### src/hdl/q15alu_pkg.sv
package q15alu_pkg;

    localparam int FRAC_BITS = 15;
    localparam int NUM_CELLS = FRAC_BITS;

    localparam logic signed [15:0] Q15_MAX = 16'sh7fff;
    localparam logic signed [15:0] Q15_MIN = 16'sh8000;

    typedef enum logic [1:0] {
        OP_ADD = 2'd0,
        OP_MUL = 2'd1,
        OP_DIV = 2'd2,
        OP_ABS = 2'd3
    } t_opcode;

    // word handed from cell to cell
    typedef struct packed {
        t_opcode     op;
        logic        sat;   // divide already settled to full scale
        logic        neg;   // quotient sign
        logic [15:0] rem;   // partial remainder
        logic [15:0] dvs;   // divisor magnitude
        logic [31:0] val;   // sum, product, or quotient bits
    } t_work;

    function automatic logic signed [15:0] sat17(input logic signed [16:0] v);
        logic signed [15:0] r;
        if (v > 17'sd32767) begin
            r = Q15_MAX;
        end else if (v < -17'sd32768) begin
            r = Q15_MIN;
        end else begin
            r = v[15:0];
        end
        return r;
    endfunction

endpackage

### src/hdl/q15alu_if.sv
interface q15alu_in_if;
    import q15alu_pkg::*;

    logic               valid;
    logic               ready;
    t_opcode            opcode;
    logic signed [15:0] operand_a;
    logic signed [15:0] operand_b;

    modport source(output valid, output opcode, output operand_a, output operand_b,
                   input ready);
    modport sink(input valid, input opcode, input operand_a, input operand_b,
                 output ready);
endinterface

interface q15alu_out_if;
    logic               valid;
    logic               ready;
    logic signed [15:0] result;

    modport source(output valid, output result, input ready);
    modport sink(input valid, input result, output ready);
endinterface

### src/hdl/q15alu_front.sv
module q15alu_front (
    input  logic                i_clk,
    input  logic                i_rst_n,
    q15alu_in_if.sink           i_in,
    input  logic                i_adv,
    output logic                o_valid,
    output q15alu_pkg::t_work   o_work
);
    import q15alu_pkg::*;

    logic               r_valid;
    t_work              r_work;
    t_work              n_work;
    logic               adv;
    logic signed [16:0] sum;
    logic signed [16:0] a_ext;
    logic signed [16:0] abs_a;
    logic [15:0]        mag_a;
    logic [15:0]        mag_b;
    logic               sgn_diff;

    assign adv        = !r_valid || i_adv;
    assign i_in.ready = adv;

    always_comb begin
        a_ext    = {i_in.operand_a[15], i_in.operand_a};
        sum      = a_ext + {i_in.operand_b[15], i_in.operand_b};
        abs_a    = i_in.operand_a[15] ? -a_ext : a_ext;
        // 16-bit negate leaves 0x8000 as 32768 unsigned
        mag_a    = i_in.operand_a[15] ? 16'(-i_in.operand_a) : i_in.operand_a;
        mag_b    = i_in.operand_b[15] ? 16'(-i_in.operand_b) : i_in.operand_b;
        sgn_diff = i_in.operand_a[15] ^ i_in.operand_b[15];

        n_work     = '0;
        n_work.op  = i_in.opcode;
        n_work.neg = sgn_diff;
        n_work.dvs = mag_b;
        n_work.rem = mag_a;
        case (i_in.opcode)
            OP_ADD: begin
                n_work.val = 32'(signed'(sat17(sum)));
            end
            OP_MUL: begin
                n_work.val = 32'(i_in.operand_a * i_in.operand_b);
            end
            OP_DIV: begin
                // also covers a zero divisor
                n_work.sat = (mag_a >= mag_b);
                n_work.val = n_work.sat ? 32'(signed'(sgn_diff ? Q15_MIN : Q15_MAX)) : '0;
            end
            OP_ABS: begin
                n_work.val = 32'(signed'(sat17(abs_a)));
            end
            default: begin
                n_work.val = '0;
            end
        endcase
    end

    always_ff @(posedge i_clk) begin
        if (!i_rst_n) begin
            r_valid <= 1'b0;
        end else if (adv) begin
            r_valid <= i_in.valid;
        end
    end

    always_ff @(posedge i_clk) begin
        if (adv) begin
            r_work <= n_work;
        end
    end

    assign o_valid = r_valid;
    assign o_work  = r_work;
endmodule

### src/hdl/q15alu_cell.sv
module q15alu_cell (
    input  logic                i_clk,
    input  logic                i_rst_n,
    input  logic                i_valid,
    input  q15alu_pkg::t_work   i_work,
    input  logic                i_adv,
    output logic                o_adv,
    output logic                o_valid,
    output q15alu_pkg::t_work   o_work
);
    import q15alu_pkg::*;

    logic        r_valid;
    t_work       r_work;
    t_work       n_work;
    logic [16:0] rem2;
    logic [16:0] diff;
    logic        qbit;

    assign o_adv = !r_valid || i_adv;

    // one restoring division step
    always_comb begin
        rem2   = {i_work.rem, 1'b0};
        diff   = rem2 - {1'b0, i_work.dvs};
        qbit   = (rem2 >= {1'b0, i_work.dvs});
        n_work = i_work;
        if (i_work.op == OP_DIV && !i_work.sat) begin
            n_work.rem = qbit ? diff[15:0] : rem2[15:0];
            n_work.val = {i_work.val[30:0], qbit};
        end
    end

    always_ff @(posedge i_clk) begin
        if (!i_rst_n) begin
            r_valid <= 1'b0;
        end else if (o_adv) begin
            r_valid <= i_valid;
        end
    end

    always_ff @(posedge i_clk) begin
        if (o_adv) begin
            r_work <= n_work;
        end
    end

    assign o_valid = r_valid;
    assign o_work  = r_work;
endmodule

### src/hdl/q15alu_back.sv
module q15alu_back (
    input  logic                i_clk,
    input  logic                i_rst_n,
    input  logic                i_valid,
    input  q15alu_pkg::t_work   i_work,
    output logic                o_adv,
    q15alu_out_if.source        o_out
);
    import q15alu_pkg::*;

    logic               r_valid;
    logic signed [15:0] r_result;
    logic signed [15:0] n_result;
    logic signed [15:0] quo;

    assign o_adv = !r_valid || o_out.ready;

    always_comb begin
        quo = signed'(i_work.val[15:0]);
        case (i_work.op)
            OP_MUL: begin
                // floor shift by 15, only -1 * -1 overflows
                n_result = sat17(signed'(i_work.val[31:15]));
            end
            OP_DIV: begin
                if (i_work.sat) begin
                    n_result = quo;
                end else begin
                    n_result = i_work.neg ? -quo : quo;
                end
            end
            default: begin
                n_result = quo;
            end
        endcase
    end

    always_ff @(posedge i_clk) begin
        if (!i_rst_n) begin
            r_valid <= 1'b0;
        end else if (o_adv) begin
            r_valid <= i_valid;
        end
    end

    always_ff @(posedge i_clk) begin
        if (o_adv) begin
            r_result <= n_result;
        end
    end

    assign o_out.valid  = r_valid;
    assign o_out.result = r_result;
endmodule

### src/hdl/q15_saturating_alu.sv
// channel  dir  modport  payload
// i_in     in   sink     opcode[1:0], operand_a[15:0] signed, operand_b[15:0] signed
// o_out    out  source   result[15:0] signed
//
// one operation per cycle while o_out is not stalled; from input transfer to result each operation
// passes one front stage, fifteen one-bit division cells and one output register
// every stage has its own valid bit, so bubbles close up under output stalls
// reset (i_rst_n, synchronous, active low) clears only the valid bits
module q15_saturating_alu (
    input  logic          i_clk,
    input  logic          i_rst_n,
    q15alu_in_if.sink     i_in,
    q15alu_out_if.source  o_out
);
    import q15alu_pkg::*;

    // stage k valid and work word, stage 0 is the front register
    logic  stg_valid [NUM_CELLS+1];
    t_work stg_work  [NUM_CELLS+1];
    // entry k is the advance enable of stage k+1, last one is the output register
    logic  stg_adv   [NUM_CELLS+1];

    // operand decode, add, abs, multiply and divide setup
    q15alu_front u_front (
        .i_clk   (i_clk),
        .i_rst_n (i_rst_n),
        .i_in    (i_in),
        .i_adv   (stg_adv[0]),
        .o_valid (stg_valid[0]),
        .o_work  (stg_work[0])
    );

    // row of division cells, one quotient bit each, msb first
    for (genvar k = 0; k < NUM_CELLS; k++) begin : g_cell
        q15alu_cell u_cell (
            .i_clk   (i_clk),
            .i_rst_n (i_rst_n),
            .i_valid (stg_valid[k]),
            .i_work  (stg_work[k]),
            .i_adv   (stg_adv[k+1]),
            .o_adv   (stg_adv[k]),
            .o_valid (stg_valid[k+1]),
            .o_work  (stg_work[k+1])
        );
    end

    // product shift and clamp, quotient sign, result register
    q15alu_back u_back (
        .i_clk   (i_clk),
        .i_rst_n (i_rst_n),
        .i_valid (stg_valid[NUM_CELLS]),
        .i_work  (stg_work[NUM_CELLS]),
        .o_adv   (stg_adv[NUM_CELLS]),
        .o_out   (o_out)
    );
endmodule

### src/flat_wrapper.sv
// flat-port wrapper written by rule: the top's interface ports become plain ports
module q15_saturating_alu_flat import q15alu_pkg::*;
  (i_clk, i_rst_n, i_in_valid, i_in_opcode, i_in_operand_a, i_in_operand_b, i_in_ready, o_out_valid, o_out_result, o_out_ready);
  q15alu_in_if i_in_i ();
  q15alu_out_if o_out_i ();
  input  logic i_clk;
  input  logic i_rst_n;
  input wire logic [$bits(i_in_i.valid)-1:0] i_in_valid;
  input wire logic [$bits(i_in_i.opcode)-1:0] i_in_opcode;
  input wire logic [$bits(i_in_i.operand_a)-1:0] i_in_operand_a;
  input wire logic [$bits(i_in_i.operand_b)-1:0] i_in_operand_b;
  output wire logic [$bits(i_in_i.ready)-1:0] i_in_ready;
  output wire logic [$bits(o_out_i.valid)-1:0] o_out_valid;
  output wire logic [$bits(o_out_i.result)-1:0] o_out_result;
  input wire logic [$bits(o_out_i.ready)-1:0] o_out_ready;
  assign i_in_i.valid = i_in_valid;
  assign i_in_i.opcode = i_in_opcode;
  assign i_in_i.operand_a = i_in_operand_a;
  assign i_in_i.operand_b = i_in_operand_b;
  assign i_in_ready = i_in_i.ready;
  assign o_out_valid = o_out_i.valid;
  assign o_out_result = o_out_i.result;
  assign o_out_i.ready = o_out_ready;
  q15_saturating_alu u_core (.i_clk(i_clk), .i_rst_n(i_rst_n), .i_in(i_in_i), .o_out(o_out_i));
endmodule
### config.mk
export PLATFORM = sky130hd
export DESIGN_NAME = q15_saturating_alu_flat
export DESIGN_NICKNAME = d
export VERILOG_FILES = /design/src/hdl/q15alu_pkg.sv /design/src/hdl/q15alu_if.sv /design/src/hdl/q15alu_front.sv /design/src/hdl/q15alu_cell.sv /design/src/hdl/q15alu_back.sv /design/src/hdl/q15_saturating_alu.sv /design/src/flat_wrapper.sv
export SDC_FILE = /design/constraint.sdc
export NUM_CORES = 2
export LEC_CHECK = 0
export BUFFER_PORTS_ARGS = -buffer_cell sky130_fd_sc_hd__buf_2
export CORE_MARGIN = 4
export CORE_UTILIZATION = 30
export DETAILED_ROUTE_END_ITERATION = 6
export MAX_ROUTING_LAYER = met4
export SLEW_MARGIN = 30
export SYNTH_ARGS = -nofsm -noshare
export SYNTH_HDL_FRONTEND = slang
export SYNTH_HIERARCHICAL = 1
export SYNTH_SLANG_ARGS = --single-unit
### constraint.sdc
create_clock -name i_clk -period 128.5 [get_ports i_clk]
set_input_delay 19.275 -clock i_clk [delete_from_list [all_inputs] [get_ports i_clk]]
set_output_delay 19.275 -clock i_clk [all_outputs]
set_load 0.05 [all_outputs]
==> run_results.csv <==
group,metric,value,unit
run_status,status,"finished, final reports clean",
power_and_ir_drop,p_switching,716,uW
logic_synthesis,avgSynthCellArea,10.0,um2
route,top_layer_used,"met4",
setup_path,worstSetupPathType,"in -> out",
setup_path,path_buf_inv,16,
global_routing,grtUsageTotal,0.116,
power_and_ir_drop,p_seq_frac,0.324,
route,detail_route.wl_per_cell,13.6,um
setup_path,cp.depth,33,
setup_path,worstRegToRegCells,31,
route,ant_nets,0,
finish,design_area,0.0750,mm2
route,drt-total-wl,134000,um
setup_path,critPathMaxFanout,70,
timing,grt_setup_unrepaired,"false",
timing,fin_crit_sh,0.410,
timing,setup_tns,0,ns
setup_path,crit_slowest_cell,"nand2b_4",
min_path,hold_depth,0,
route,m1WireLength,57200,um
place,hpwl,102000,um
timing,slew-limit-headroom,0.351,
timing,skew,0.0279,ns
global_routing,first_global_vias,45600,
die,dieArea,0.236,mm2
clocking,cts_sinks,1089,
power_and_ir_drop,p_sw_frac,0.397,
route,vias_per_cell,4.59,
clocking,path_clk_slew,0.06,ns
finish,drive_above_1_share,0.0501,
logic_synthesis,syn-cell-area,0.0686,mm2
logic_synthesis,yosys_warnings,6,
setup_path,required,109.22,ns
global_routing,grt_antenna_before_repair,1,
die,die_w,486,um
route,drtIter0Drc,2597,
die,pin_count,56,
route,drcViolationCount,0,
power_and_ir_drop,power.total,1.80,mW
finish,area_growth,9.45,%
power_and_ir_drop,clockPowerShare,0.164,
min_path,hold_class,"reg -> reg",
die,fp.coreArea,0.227,mm2
clocking,cts_max_level,3,
route,wl_met3,4740,um
route,wl_met2,65700,um
clocking,cts_root_buf,"clkbuf_16",
setup_path,worstSetupStartpointType,"input port",
timing,tightest_slew,0.971,ns
setup_path,cp.arrival,33.41,ns
setup_path,endpoint_kind,"output port",
power_and_ir_drop,p_per_area,24.0,mW/mm2
power_and_ir_drop,leakage,33.3,nW
power_and_ir_drop,combPwrFrac,0.511,
flow_run,maxCapViolations,0,
setup_path,crit_path_max_incr_delay,0.85,ns
die,rows,175,
clocking,cts_tree,"built",
clocking,cts_inserted_buffers,105,
route,vias,45300,
global_routing,grt-ovfl-total,0,
power_and_ir_drop,p_int,1.09,mW
global_routing,grt_pass1_wl,225000,um
setup_path,crit_family,"buffers and inverters",
finish,nNetsFinal,7459,
global_routing,grt_max_degree,71,
die,start_util,0.302,
timing,drv_slew,0,
clocking,holdBufCountCts,0,
clocking,cts_setup_buffers,0,
place,io_buffers,55,
clocking,insertion_delay,0.69,ns
clocking,clk_path_buf_depth,3,
route,first_pass_iters,6,
place,placed_area,0.0717,mm2
timing,hold_violations,0,
timing,post-route-min-period,52.69,ns
timing,setup_viol,0,
timing,clock.fmax,19.0,MHz
die,fp.dieH,486,um
clocking,cts_resized,0,
logic_synthesis,syn_nets,7504,
power_and_ir_drop,peakVddDrop,0.0316,mV
place,globalplace.congestion,0.929,
logic_synthesis,syn_inst,6829,
[registers in the layout, summed over array words and instances, names as in the netlist]
signal                        count
u_core/g_cell.u_cell/o_work     988
u_core/u_front/o_work            68
u_core/u_back/o_out.result       16
u_core/g_cell.u_cell/o_valid     15
u_core/u_back/o_out.valid         1
u_core/u_front/o_valid            1
[layer usage]
metal	up-vias	GRT usage
met5	-	-
met3	396	0.0165
met2	866	0.201
met4	0	0.0535
met1	21000	0.132
li1	23100	-
[worst paths after layout]
check                                      startpoint                                  end  slack, ns
hold reg to reg   u_core/g_cell[11].u_cell/o_work[64]  u_core/g_cell[12].u_cell/o_work[64]       0.42
setup / recovery                          o_out_ready                           i_in_ready      75.81
hold / removal    u_core/g_cell[11].u_cell/o_work[64]  u_core/g_cell[12].u_cell/o_work[64]       0.42
setup reg to reg            u_core/u_back/o_out.valid            u_core/u_front/o_work[48]     114.18
[layout make-up]
type                       count  area, um2
timing repair buffer         102        628
fill                       22900     152000
sequential                  1089      32500
inverter                     628       2360
clock inverter                43        395
antenna                        1       2.50
tap                         3009       3760
clock buffer                 150       2900
multi-input combinational   4858      32500
[power by group through the flow]
stage	sequential (mW)	combinational, mW	clock, mW
floorplan	0.578	0.737	0
global placement	0.590	0.897	0
detailed placement	0.592	0.917	0
CTS	0.585	0.923	0.307
global route	0.598	1.04	0.323
finish	0.585	0.922	0.296
[placed cells by master (no fill, tap or decap), types with 14 or more instances in the layout]
cell	instances
a211o_1	19
fa_1	277
nand2b_1	89
clkbuf_16	107
a2bb2oi_1	17
o21ai_1	79
nor2b_2	16
buf_2	55
and2_1	129
nand2_1	1943
mux2_2	16
a21boi_0	45
a21o_1	56
clkinv_1	18
inv_1	628
nand2b_2	14
a31o_2	14
nand3_1	101
a21oi_1	271
o31ai_1	24
a211oi_1	35
xnor2_1	169
ha_1	360
o211ai_1	38
o21ai_0	321
nand4_1	37
nor2_1	245
a41oi_1	15
o21a_1	20
buf_4	47
or4_1	17
clkbuf_1	37
dfxtp_1	17
mux2i_1	183
nor3_1	28
edfxtp_1	1072
xor2_1	86
or3_1	35
o211ai_4	14
o41ai_1	32
[per-stage QoR]
| stage | worst slack, ns | util | instances | hold slack, ns |
|---|---|---|---|---|
| 2_1_floorplan | 60.37 | - | 6829 | 0.400 |
| 3_3_place_gp | 75.39 | 0.315 | 9686 | 0.408 |
| 3_5_place_dp | 75.28 | 0.316 | 9686 | 0.409 |
| 4_1_cts | 75.23 | 0.330 | 9879 | 0.421 |
| 5_1_grt | 74.11 | 0.330 | 9880 | 0.431 |
| 6_report | 75.81 | 0.330 | 9880 | 0.419 |
No activity file was read; power rests on OpenSTA's default activity.
